File: config.mk
export PLATFORM = sky130hd
export DESIGN_NAME = pwl_log2_exp2_unit
export DESIGN_NICKNAME = d
export VERILOG_FILES = /design/src/sv/pwlx_pkg.sv /design/src/sv/pwlx_norm.sv /design/src/sv/pwlx_interp.sv /design/src/sv/pwlx_final.sv /design/src/sv/pwl_log2_exp2_unit.sv
export SDC_FILE = /design/constraint.sdc
export NUM_CORES = 1
export LEC_CHECK = 0
export BUFFER_PORTS_ARGS = -buffer_cell sky130_fd_sc_hd__buf_2
export CAP_MARGIN = 20
export CORE_ASPECT_RATIO = 0.8
export CORE_UTILIZATION = 40
export CTS_CLUSTER_SIZE = 24
export DETAILED_ROUTE_END_ITERATION = 8
export GPL_TIMING_DRIVEN = 0
export HOLD_SLACK_MARGIN = 0.02
export PLACE_DENSITY = 0.63
export SYNTH_ARGS = -nofsm -noshare
export SYNTH_HDL_FRONTEND = slang
export SYNTH_HIERARCHICAL = 1
export SYNTH_SLANG_ARGS = --single-unit
export TNS_END_PERCENT = 50
File: constraint.sdc
create_clock -name clock -period 6 [get_ports clock]
set_clock_uncertainty 0.1 [all_clocks]
set_input_delay 0.3 -clock clock [delete_from_list [all_inputs] [get_ports clock]]
set_output_delay 0.3 -clock clock [all_outputs]
set_load 0.03 [all_outputs]
File: src/sv/pwlx_pkg.sv
package pwlx_pkg;

   localparam int FRAC_BITS = 12;
   localparam int COEF_BITS = 18;
   localparam int RES_BITS  = 8;
   localparam int NUM_SEGS  = 16;
   localparam int SEG_BITS  = 4;
   localparam int IP_BITS   = 5;
   localparam int OP_BITS   = 32;
   localparam int Q18_BITS  = COEF_BITS + 1;
   localparam int STEP_BITS = 15;
   localparam int PROD_BITS = STEP_BITS + RES_BITS;
   localparam int EXP_MAX_IP = COEF_BITS;

   localparam logic MODE_LOG2 = 1'b0;
   localparam logic MODE_EXP2 = 1'b1;

   localparam logic [Q18_BITS-1:0] LG_BASE [NUM_SEGS] = '{
      19'd0,      19'd22928,  19'd44545,  19'd64993,
      19'd84392,  19'd102844, 19'd120437, 19'd137249,
      19'd153344, 19'd168783, 19'd183616, 19'd197889,
      19'd211643, 19'd224915, 19'd237736, 19'd250137
   };
   localparam logic [STEP_BITS-1:0] LG_STEP [NUM_SEGS] = '{
      15'd22928, 15'd21617, 15'd20448, 15'd19399,
      15'd18452, 15'd17594, 15'd16811, 15'd16096,
      15'd15439, 15'd14833, 15'd14273, 15'd13754,
      15'd13271, 15'd12821, 15'd12401, 15'd12007
   };
   localparam logic [Q18_BITS-1:0] EX_BASE [NUM_SEGS] = '{
      19'd262144, 19'd251030, 19'd240387, 19'd230195,
      19'd220436, 19'd211090, 19'd202141, 19'd193571,
      19'd185364, 19'd177505, 19'd169979, 19'd162773,
      19'd155872, 19'd149263, 19'd142935, 19'd136875
   };
   localparam logic [STEP_BITS-1:0] EX_STEP [NUM_SEGS] = '{
      15'd11114, 15'd10643, 15'd10192, 15'd9760,
      15'd9346,  15'd8950,  15'd8570,  15'd8207,
      15'd7859,  15'd7526,  15'd7207,  15'd6901,
      15'd6608,  15'd6328,  15'd6060,  15'd5803
   };

   typedef struct packed {
      logic                mode;
      logic [OP_BITS-1:0]  operand;
   } req_type;

   typedef struct packed {
      logic [Q18_BITS-1:0] result;
      logic                invalid;
   } rsp_type;

   typedef struct packed {
      logic                 valid;
      logic                 mode;
      logic                 bad;
      logic                 big;
      logic [IP_BITS-1:0]   ip;
      logic [FRAC_BITS-1:0] code;
   } norm_type;

   typedef struct packed {
      logic                valid;
      logic                mode;
      logic                bad;
      logic                big;
      logic [IP_BITS-1:0]  ip;
      logic [Q18_BITS-1:0] q18;
   } interp_type;

endpackage

File: src/sv/pwlx_norm.sv
module pwlx_norm (
   input  logic              clock,
   input  logic              reset,
   input  logic              in_valid,
   input  pwlx_pkg::req_type in_data,
   output pwlx_pkg::norm_type out_data
);

   logic                               lead_in;
   logic [pwlx_pkg::IP_BITS-1:0]       lead_pos_in;
   logic                               bad_in;
   logic                               big_in;

   logic                               valid_ff;
   logic                               mode_ff;
   logic                               bad_ff;
   logic                               big_ff;
   logic [pwlx_pkg::IP_BITS-1:0]       lead_ff;
   logic [pwlx_pkg::COEF_BITS-1:0]     op_ff;

   logic [pwlx_pkg::IP_BITS-1:0]       shamt;
   logic [pwlx_pkg::COEF_BITS-1:0]     norm_val;
   pwlx_pkg::norm_type                 out_in;
   pwlx_pkg::norm_type                 out_ff;

   always_comb begin
      lead_pos_in = '0;
      for (int b = 1; b < pwlx_pkg::COEF_BITS; b++) begin
         if (in_data.operand[b]) begin
            lead_pos_in = pwlx_pkg::IP_BITS'(b);
         end
      end
   end

   assign lead_in = in_data.operand[pwlx_pkg::COEF_BITS-1:0] != '0;
   assign bad_in  = (in_data.mode == pwlx_pkg::MODE_LOG2) &&
                    (!lead_in || in_data.operand[pwlx_pkg::OP_BITS-1:pwlx_pkg::COEF_BITS] != '0);
   assign big_in  = (in_data.mode == pwlx_pkg::MODE_EXP2) &&
                    (in_data.operand[pwlx_pkg::OP_BITS-1:pwlx_pkg::FRAC_BITS] >
                     (pwlx_pkg::OP_BITS-pwlx_pkg::FRAC_BITS)'(pwlx_pkg::EXP_MAX_IP));

   always_ff @(posedge clock) begin
      if (reset) begin
         valid_ff <= 1'b0;
      end else begin
         valid_ff <= in_valid;
      end
      mode_ff <= in_data.mode;
      bad_ff  <= bad_in;
      big_ff  <= big_in;
      lead_ff <= lead_pos_in;
      op_ff   <= in_data.operand[pwlx_pkg::COEF_BITS-1:0];
   end

   assign shamt    = pwlx_pkg::IP_BITS'(pwlx_pkg::COEF_BITS - 1) - lead_ff;
   assign norm_val = op_ff << shamt;

   always_comb begin
      out_in.valid = valid_ff;
      out_in.mode  = mode_ff;
      out_in.bad   = bad_ff;
      out_in.big   = big_ff;
      if (mode_ff == pwlx_pkg::MODE_EXP2) begin
         out_in.ip   = op_ff[pwlx_pkg::FRAC_BITS +: pwlx_pkg::IP_BITS];
         out_in.code = op_ff[pwlx_pkg::FRAC_BITS-1:0];
      end else begin
         out_in.ip   = lead_ff;
         out_in.code = norm_val[pwlx_pkg::COEF_BITS-2 -: pwlx_pkg::FRAC_BITS];
      end
   end

   always_ff @(posedge clock) begin
      if (reset) begin
         out_ff.valid <= 1'b0;
      end else begin
         out_ff.valid <= out_in.valid;
      end
      out_ff.mode <= out_in.mode;
      out_ff.bad  <= out_in.bad;
      out_ff.big  <= out_in.big;
      out_ff.ip   <= out_in.ip;
      out_ff.code <= out_in.code;
   end

   assign out_data = out_ff;

endmodule

File: src/sv/pwlx_interp.sv
module pwlx_interp (
   input  logic                 clock,
   input  logic                 reset,
   input  pwlx_pkg::norm_type   in_data,
   output pwlx_pkg::interp_type out_data
);

   localparam logic [pwlx_pkg::PROD_BITS-1:0] ROUND_HALF =
      pwlx_pkg::PROD_BITS'(1 << (pwlx_pkg::RES_BITS - 1));

   logic [pwlx_pkg::SEG_BITS-1:0]  seg;
   logic [pwlx_pkg::RES_BITS-1:0]  low;
   logic [pwlx_pkg::STEP_BITS-1:0] step_in;
   logic [pwlx_pkg::Q18_BITS-1:0]  base_in;
   logic [pwlx_pkg::PROD_BITS-1:0] prod_in;

   logic                           valid_ff;
   logic                           mode_ff;
   logic                           bad_ff;
   logic                           big_ff;
   logic [pwlx_pkg::IP_BITS-1:0]   ip_ff;
   logic [pwlx_pkg::Q18_BITS-1:0]  base_ff;
   logic [pwlx_pkg::PROD_BITS-1:0] prod_ff;

   logic [pwlx_pkg::PROD_BITS-1:0] prod_round;
   logic [pwlx_pkg::STEP_BITS-1:0] corr;
   logic [pwlx_pkg::Q18_BITS-1:0]  q18_in;
   pwlx_pkg::interp_type           out_ff;

   assign seg = in_data.code[pwlx_pkg::FRAC_BITS-1 -: pwlx_pkg::SEG_BITS];
   assign low = in_data.code[pwlx_pkg::RES_BITS-1:0];

   always_comb begin
      if (in_data.mode == pwlx_pkg::MODE_EXP2) begin
         step_in = pwlx_pkg::EX_STEP[seg];
         base_in = pwlx_pkg::EX_BASE[seg];
      end else begin
         step_in = pwlx_pkg::LG_STEP[seg];
         base_in = pwlx_pkg::LG_BASE[seg];
      end
   end

   assign prod_in = pwlx_pkg::PROD_BITS'(step_in) * pwlx_pkg::PROD_BITS'(low);

   always_ff @(posedge clock) begin
      if (reset) begin
         valid_ff <= 1'b0;
      end else begin
         valid_ff <= in_data.valid;
      end
      mode_ff <= in_data.mode;
      bad_ff  <= in_data.bad;
      big_ff  <= in_data.big;
      ip_ff   <= in_data.ip;
      base_ff <= base_in;
      prod_ff <= prod_in;
   end

   assign prod_round = prod_ff + ROUND_HALF;
   assign corr       = prod_round[pwlx_pkg::RES_BITS +: pwlx_pkg::STEP_BITS];

   always_comb begin
      if (mode_ff == pwlx_pkg::MODE_EXP2) begin
         q18_in = base_ff - pwlx_pkg::Q18_BITS'(corr);
      end else begin
         q18_in = base_ff + pwlx_pkg::Q18_BITS'(corr);
      end
   end

   always_ff @(posedge clock) begin
      if (reset) begin
         out_ff.valid <= 1'b0;
      end else begin
         out_ff.valid <= valid_ff;
      end
      out_ff.mode <= mode_ff;
      out_ff.bad  <= bad_ff;
      out_ff.big  <= big_ff;
      out_ff.ip   <= ip_ff;
      out_ff.q18  <= q18_in;
   end

   assign out_data = out_ff;

endmodule

File: src/sv/pwlx_final.sv
module pwlx_final (
   input  logic                 clock,
   input  logic                 reset,
   input  pwlx_pkg::interp_type in_data,
   output logic                 out_strobe,
   output pwlx_pkg::rsp_type    out_data
);

   localparam int SHIFT = pwlx_pkg::COEF_BITS - pwlx_pkg::FRAC_BITS;
   localparam int Q12_BITS = pwlx_pkg::FRAC_BITS + 1;
   localparam logic [pwlx_pkg::Q18_BITS:0] ROUND_HALF =
      (pwlx_pkg::Q18_BITS+1)'(1 << (SHIFT - 1));

   logic [pwlx_pkg::Q18_BITS:0]   q18_round;
   logic [Q12_BITS-1:0]           q12;
   logic [pwlx_pkg::Q18_BITS-1:0] log_res;
   logic [pwlx_pkg::Q18_BITS-1:0] exp_res;
   pwlx_pkg::rsp_type             rsp_in;

   logic                          strobe_ff;
   pwlx_pkg::rsp_type             rsp_ff;

   assign q18_round = (pwlx_pkg::Q18_BITS+1)'(in_data.q18) + ROUND_HALF;
   assign q12       = q18_round[SHIFT +: Q12_BITS];
   assign log_res   = pwlx_pkg::Q18_BITS'({in_data.ip, pwlx_pkg::FRAC_BITS'(0)}) +
                      pwlx_pkg::Q18_BITS'(q12);
   assign exp_res   = in_data.q18 >> in_data.ip;

   always_comb begin
      rsp_in.invalid = in_data.bad;
      if (in_data.bad || in_data.big) begin
         rsp_in.result = '0;
      end else if (in_data.mode == pwlx_pkg::MODE_EXP2) begin
         rsp_in.result = exp_res;
      end else begin
         rsp_in.result = log_res;
      end
   end

   always_ff @(posedge clock) begin
      if (reset) begin
         strobe_ff <= 1'b0;
      end else begin
         strobe_ff <= in_data.valid;
      end
      rsp_ff <= rsp_in;
   end

   assign out_strobe = strobe_ff;
   assign out_data   = rsp_ff;

endmodule

File: src/sv/pwl_log2_exp2_unit.sv
// Channel    Handshake           Payload    Transfer
// request    start, busy         req_data   rising edge with start high and busy low
// response   rsp_strobe          rsp_data   rising edge that ends the strobe cycle
//
// One item is taken in every cycle; busy is always low.
// Each result transfers in the same order as its request transfer.
// The pipeline has five register stages: leading-one search, normalising
// shift, table lookup and multiply, correction add, rounding or final shift.
// Synchronous reset clears the valid bits of every stage; data in flight is dropped.
// The receiver cannot stall, so the pipeline never holds.
module pwl_log2_exp2_unit (
   input  logic              clock,
   input  logic              reset,
   input  logic              start,
   output logic              busy,
   input  pwlx_pkg::req_type req_data,
   output logic              rsp_strobe,
   output pwlx_pkg::rsp_type rsp_data
);

   logic                 accept;
   pwlx_pkg::norm_type   norm_data;
   pwlx_pkg::interp_type interp_data;

   assign busy   = 1'b0;
   assign accept = start && !busy;

   pwlx_norm u_norm (
      .clock    (clock),
      .reset    (reset),
      .in_valid (accept),
      .in_data  (req_data),
      .out_data (norm_data)
   );

   pwlx_interp u_interp (
      .clock    (clock),
      .reset    (reset),
      .in_data  (norm_data),
      .out_data (interp_data)
   );

   pwlx_final u_final (
      .clock      (clock),
      .reset      (reset),
      .in_data    (interp_data),
      .out_strobe (rsp_strobe),
      .out_data   (rsp_data)
   );

`ifndef ASSERT_OFF
   a_latency : assert property (@(posedge clock) disable iff (reset)
      (start && !busy) |-> ##5 rsp_strobe)
      else $error("Accepted request did not produce a result after five cycles.");

   a_no_spurious : assert property (@(posedge clock) disable iff (reset)
      rsp_strobe |-> $past(start && !busy, 5))
      else $error("Result strobe without a matching request transfer.");

   a_invalid_log : assert property (@(posedge clock) disable iff (reset)
      (rsp_strobe && rsp_data.invalid) |->
         ($past(req_data.mode, 5) == pwlx_pkg::MODE_LOG2 && rsp_data.result == '0))
      else $error("Invalid flag raised on an exponent request or with a non-zero result.");
`endif

endmodule
==> key figures <==
Run status
  • Outcome: finished clean

Power and ir drop
  • Fraction of power consumed by sequential logic: 0.187
  • Clock power share: 0.138
  • Net switching fraction of the power: 0.440
  • Lkg Pwr: between 6 and 7 nW
  • Switching component of the power: 3.14 mW
  • PwrDens: roughly 490 nW/um^2
  • Cell internal power dissipation: 3.99 mW
  • Part of the power in combinational logic: 0.676
  • Largest voltage drop on the vdd net: approximately 0.00023 V

Setup path
  • Most frequent CP cell: sky130_fd_sc_hd__buf_4
  • Critical Path Stages: 27
  • Worst Setup Path Type: reg -> reg
  • R2R depth: 27
  • Worst Setup Start Kind: flip-flop
  • Largest driver fanout on the critical path: 8
  • Type of destination of the critical path: flip-flop
  • Largest delay contributor family on the critical path: adder cells
  • Data required time of the critical path: ~6.2 ns
  • Cell at the slowest stage of the critical path: sky130_fd_sc_hd__fa_1
  • Arrival time at the worst endpoint: 6.20 ns
  • Worst Path Buf+Inv: 10
  • Longest individual stage delay on the worst path: 0.55 ns

Final layout
  • Share of cells above drive strength 1: 0.232
  • Fill cells: between 2,000 and 3,000
  • Layout Area Growth over Synthesis: 21.2%
  • Nets: ~1,700
  • Inserted Diodes: 0
  • Final design area excluding fillers: 14,500 um^2

STA
  • Aggregate negative setup slack: 0 ns
  • Final setup fails: 0
  • Worst slew slack as a fraction of its limit: 0.607
  • Number of hold-slack violations in the final timing report: 0
  • Slew of the pin with the lowest slew margin: between 0.5 and 0.6 ns
  • Fmax: roughly 170 MHz
  • Final number of max-transition violations: 0
  • Time the worst path needs with I/O delays and setup: 5.97 ns
  • Post-route fraction of the period consumed by the critical path: 0.995
  • Unrepaired setup endpoints after global routing: true

Global routing
  • Via count of the first global-routing pass: roughly 10,000
  • GRT Total Usage: 0.215
  • Initial antenna violation count: 0
  • Remaining global-route overflow: 0
  • Wire length of the first global-routing pass: 52,400 um
  • Pin count of the biggest net entering global routing: 17

Clocking
  • TritonCTS buffer count: 17
  • H-tree depth reported by CTS: 4
  • Clk buf depth: 2
  • Clock root cell: sky130_fd_sc_hd__clkbuf_16
  • Clock slew seen by the registers of the worst setup and hold paths: around 0.060 ns
  • Clock tree sinks: 140
  • Source-to-sink clock delay at the later pin of the worst-skew pair: 0.42 ns
  • CTS tree: yes

Flow run
  • Count of max-cap constraint violations: 0

Yosys
  • Count of state elements after synthesis: 140
  • Post-synthesis average cell area: just under 9 um^2
  • Largest area contributor in the synthesized netlist: sky130_fd_sc_hd__dfxtp_1
  • Top cell types by occurrence after synthesis: sky130_fd_sc_hd__dfxtp_1, sky130_fd_sc_hd__inv_1, sky130_fd_sc_hd__nand2_1, sky130_fd_sc_hd__nor2_1, sky130_fd_sc_hd__and2_1
  • Synthesized area: roughly 12,000 um^2
  • Area contributors post-synth: sky130_fd_sc_hd__dfxtp_1, sky130_fd_sc_hd__fa_1, sky130_fd_sc_hd__ha_1
  • Cell with the most instances after synthesis: sky130_fd_sc_hd__dfxtp_1
  • Cells after Synth: between 1,000 and 1,500
  • Number of synthesis warnings: 6
  • Portion of synthesized cell area occupied by the leading cell type: 0.234
  • EDFF count, synth: 0
  • Primary FF master, synth: sky130_fd_sc_hd__dfxtp_1
  • Share of async-settable or async-resettable flops after synthesis: 0
  • Cell variety after synth: between 80 and 90
  • Syn_nets: around 1,500
  • Post-synthesis sequential area ratio: 0.234

Route
  • Drt drc: 0
  • Vias: 10,300
  • Final routed wirelength across all metal layers: about 33,000 um
  • Post-route ant nets: 0
  • First drt pass iteration count: 5
  • Number of DRC violations after detailed-routing iteration 0: around 900
  • Routed WL per cell: 17.4 um
  • Number of vias per cell after detailed routing: roughly 5.5

Floorplanning
  • Total core area: between 20,000 and 30,000 um^2
  • Initial Util: 0.408
  • Total number of placement rows: 56
  • Vertical die dimension: ~160 um
  • Die area: approximately 30,000 um^2
  • I/O pin cnt: 58
  • Horiz. Die Dim: roughly 200 um

Placement
  • HPWL after detailed placement: 24,500 um
  • Area after DPL: roughly 13,000 um^2
  • Buffers on Ports: 56
  • Global placer's final weighted congestion: approximately 1

Hold path
  • Hold Crit Depth: 4
  • Hold Path Class: in -> reg
[cell usage in the layout (no fill, tap or decap), types with 13 or more instances in the layout]
cell                            count
sky130_fd_sc_hd__fa_1              71
sky130_fd_sc_hd__mux2_2            18
sky130_fd_sc_hd__o21ai_0           39
sky130_fd_sc_hd__a21o_1            15
sky130_fd_sc_hd__nor2_1            88
sky130_fd_sc_hd__inv_1             93
sky130_fd_sc_hd__ha_1              63
sky130_fd_sc_hd__clkbuf_16         18
sky130_fd_sc_hd__mux4_2            18
sky130_fd_sc_hd__a21oi_1           59
sky130_fd_sc_hd__buf_4             54
sky130_fd_sc_hd__buf_2             76
sky130_fd_sc_hd__nand2b_1          13
sky130_fd_sc_hd__o21ai_1           16
sky130_fd_sc_hd__nor2b_1           18
sky130_fd_sc_hd__nand2_1          102
sky130_fd_sc_hd__mux2i_1           34
sky130_fd_sc_hd__and2_1            77
sky130_fd_sc_hd__xor2_1            28
sky130_fd_sc_hd__dlygate4sd3_1     21
sky130_fd_sc_hd__xnor2_1           47
sky130_fd_sc_hd__nand3_1           28
sky130_fd_sc_hd__nor3_1            16
sky130_fd_sc_hd__inv_2             14
sky130_fd_sc_hd__clkbuf_1          28
sky130_fd_sc_hd__dfxtp_1          136
[power by group through the flow]
stage,logic (mW),registers (mW),clock network [mW]
3_5_place_dp,4.03,1.35,0
3_3_place_gp,3.98,1.35,0
4_1_cts,4.44,1.33,1.00
2_1_floorplan,3.12,1.33,0
5_1_grt,5.34,1.35,1.05
6_report,4.82,1.33,0.983
[worst reg2reg max path, cell delays in order, from the launching register on]
cell,delay [ns]
sky130_fd_sc_hd__dfxtp_4,0.37
sky130_fd_sc_hd__clkinvlp_4,0.12
sky130_fd_sc_hd__ha_4,0.28
sky130_fd_sc_hd__clkbuf_16,0.17
sky130_fd_sc_hd__and2_4,0.19
sky130_fd_sc_hd__buf_4,0.15
sky130_fd_sc_hd__o31ai_4,0.21
sky130_fd_sc_hd__a21oi_4,0.14
sky130_fd_sc_hd__and2_1,0.20
sky130_fd_sc_hd__fa_1,0.55
sky130_fd_sc_hd__fa_2,0.45
sky130_fd_sc_hd__fa_1,0.54
sky130_fd_sc_hd__inv_1,0.05
sky130_fd_sc_hd__fa_1,0.50
sky130_fd_sc_hd__inv_1,0.06
sky130_fd_sc_hd__ha_2,0.20
sky130_fd_sc_hd__a21o_1,0.18
sky130_fd_sc_hd__a21oi_2,0.17
sky130_fd_sc_hd__buf_4,0.13
sky130_fd_sc_hd__buf_4,0.10
sky130_fd_sc_hd__buf_4,0.10
sky130_fd_sc_hd__buf_4,0.09
sky130_fd_sc_hd__buf_4,0.09
sky130_fd_sc_hd__nand2_1,0.05
sky130_fd_sc_hd__a21o_1,0.17
sky130_fd_sc_hd__a31o_1,0.21
sky130_fd_sc_hd__a21oi_2,0.15
sky130_fd_sc_hd__xnor2_1,0.15
[metal layers]
layer / up-vias / share of wire / global-route usage
met5: - / 0 / 0
met3: 47 / 0.076 / 0.0435
met2: 391 / 0.43 / 0.313
met4: 0 / 0.013 / 0.0573
met1: 4923 / 0.49 / 0.321
li1: 4905 / - / -
[repair_timing]
action | 4_1_cts | 5_1_grt
setup buffers | 37 | 13
endpoints found under the setup margin | 15 | 11
endpoints found under the hold margin | 25 | 0
gates resized for setup | 98 | 77
gates cloned | 0 | 0
hold buffers | 21 | 0
pin swaps | 29 | 60
[cell type report]
type                            count  area (um^2)  area share
Buffer                             77          483      0.0332
Clock buffer                       19          443      0.0305
Clock inverter                     13          120     0.00826
Inverter                          112          439      0.0302
Multi-Input combinational cell   1014         8900       0.612
Sequential cell                   140         2820       0.194
Tap cell                          377          472      0.0324
Timing Repair Buffer              126          870      0.0598
[kinds of logic after synthesis]
kind of cell	synth area share
flops	0.234
mux	0.103
fa+ha+maj	0.212
other cells	0.000312
buf+inv	0.0675
simple gates	0.181
xor+xnor	0.0568
compound gates	0.146
[state kept, by name (all words and copies together) (netlist names), 5 cells and up]
name	count
u_norm/op_ff	17
u_interp/out_data	28
u_norm/lead_ff	5
u_final/out_data	20
u_interp/prod_ff	16
u_norm/out_data	21
u_interp/base_ff	19
u_interp/ip_ff	5
[per-stage QoR]
stage	std cells	utilization	setup WS, ns	power [mW]	hold WS (ns)
2_1_floorplan	1344	-	0.00936	4.44	0.210
3_3_place_gp	1777	0.435	-1.19	5.33	0.211
3_5_place_dp	1777	0.435	-1.14	5.38	0.212
4_1_cts	1866	0.483	0.00292	6.78	0.160
5_1_grt	1878	0.494	-0.0999	7.75	0.205
6_report	1878	0.494	0.0311	7.13	0.182
[final timing paths]
path | startpoint | endpoint | slack [ns]
setup / recovery | u_norm/out_data[8]$_DFF_P_ | u_interp/prod_ff[22]$_DFF_P_ | 0.03
hold / removal | req_data[22] | u_norm/big_ff$_DFF_P_ | 0.18
setup reg to reg | u_norm/out_data[8]$_DFF_P_ | u_interp/prod_ff[22]$_DFF_P_ | 0.03
hold reg to reg | u_norm/out_data[16]$_DFF_P_ | u_interp/ip_ff[4]$_DFF_P_ | 0.22
Note: power is estimated with default switching activity, not from simulation.
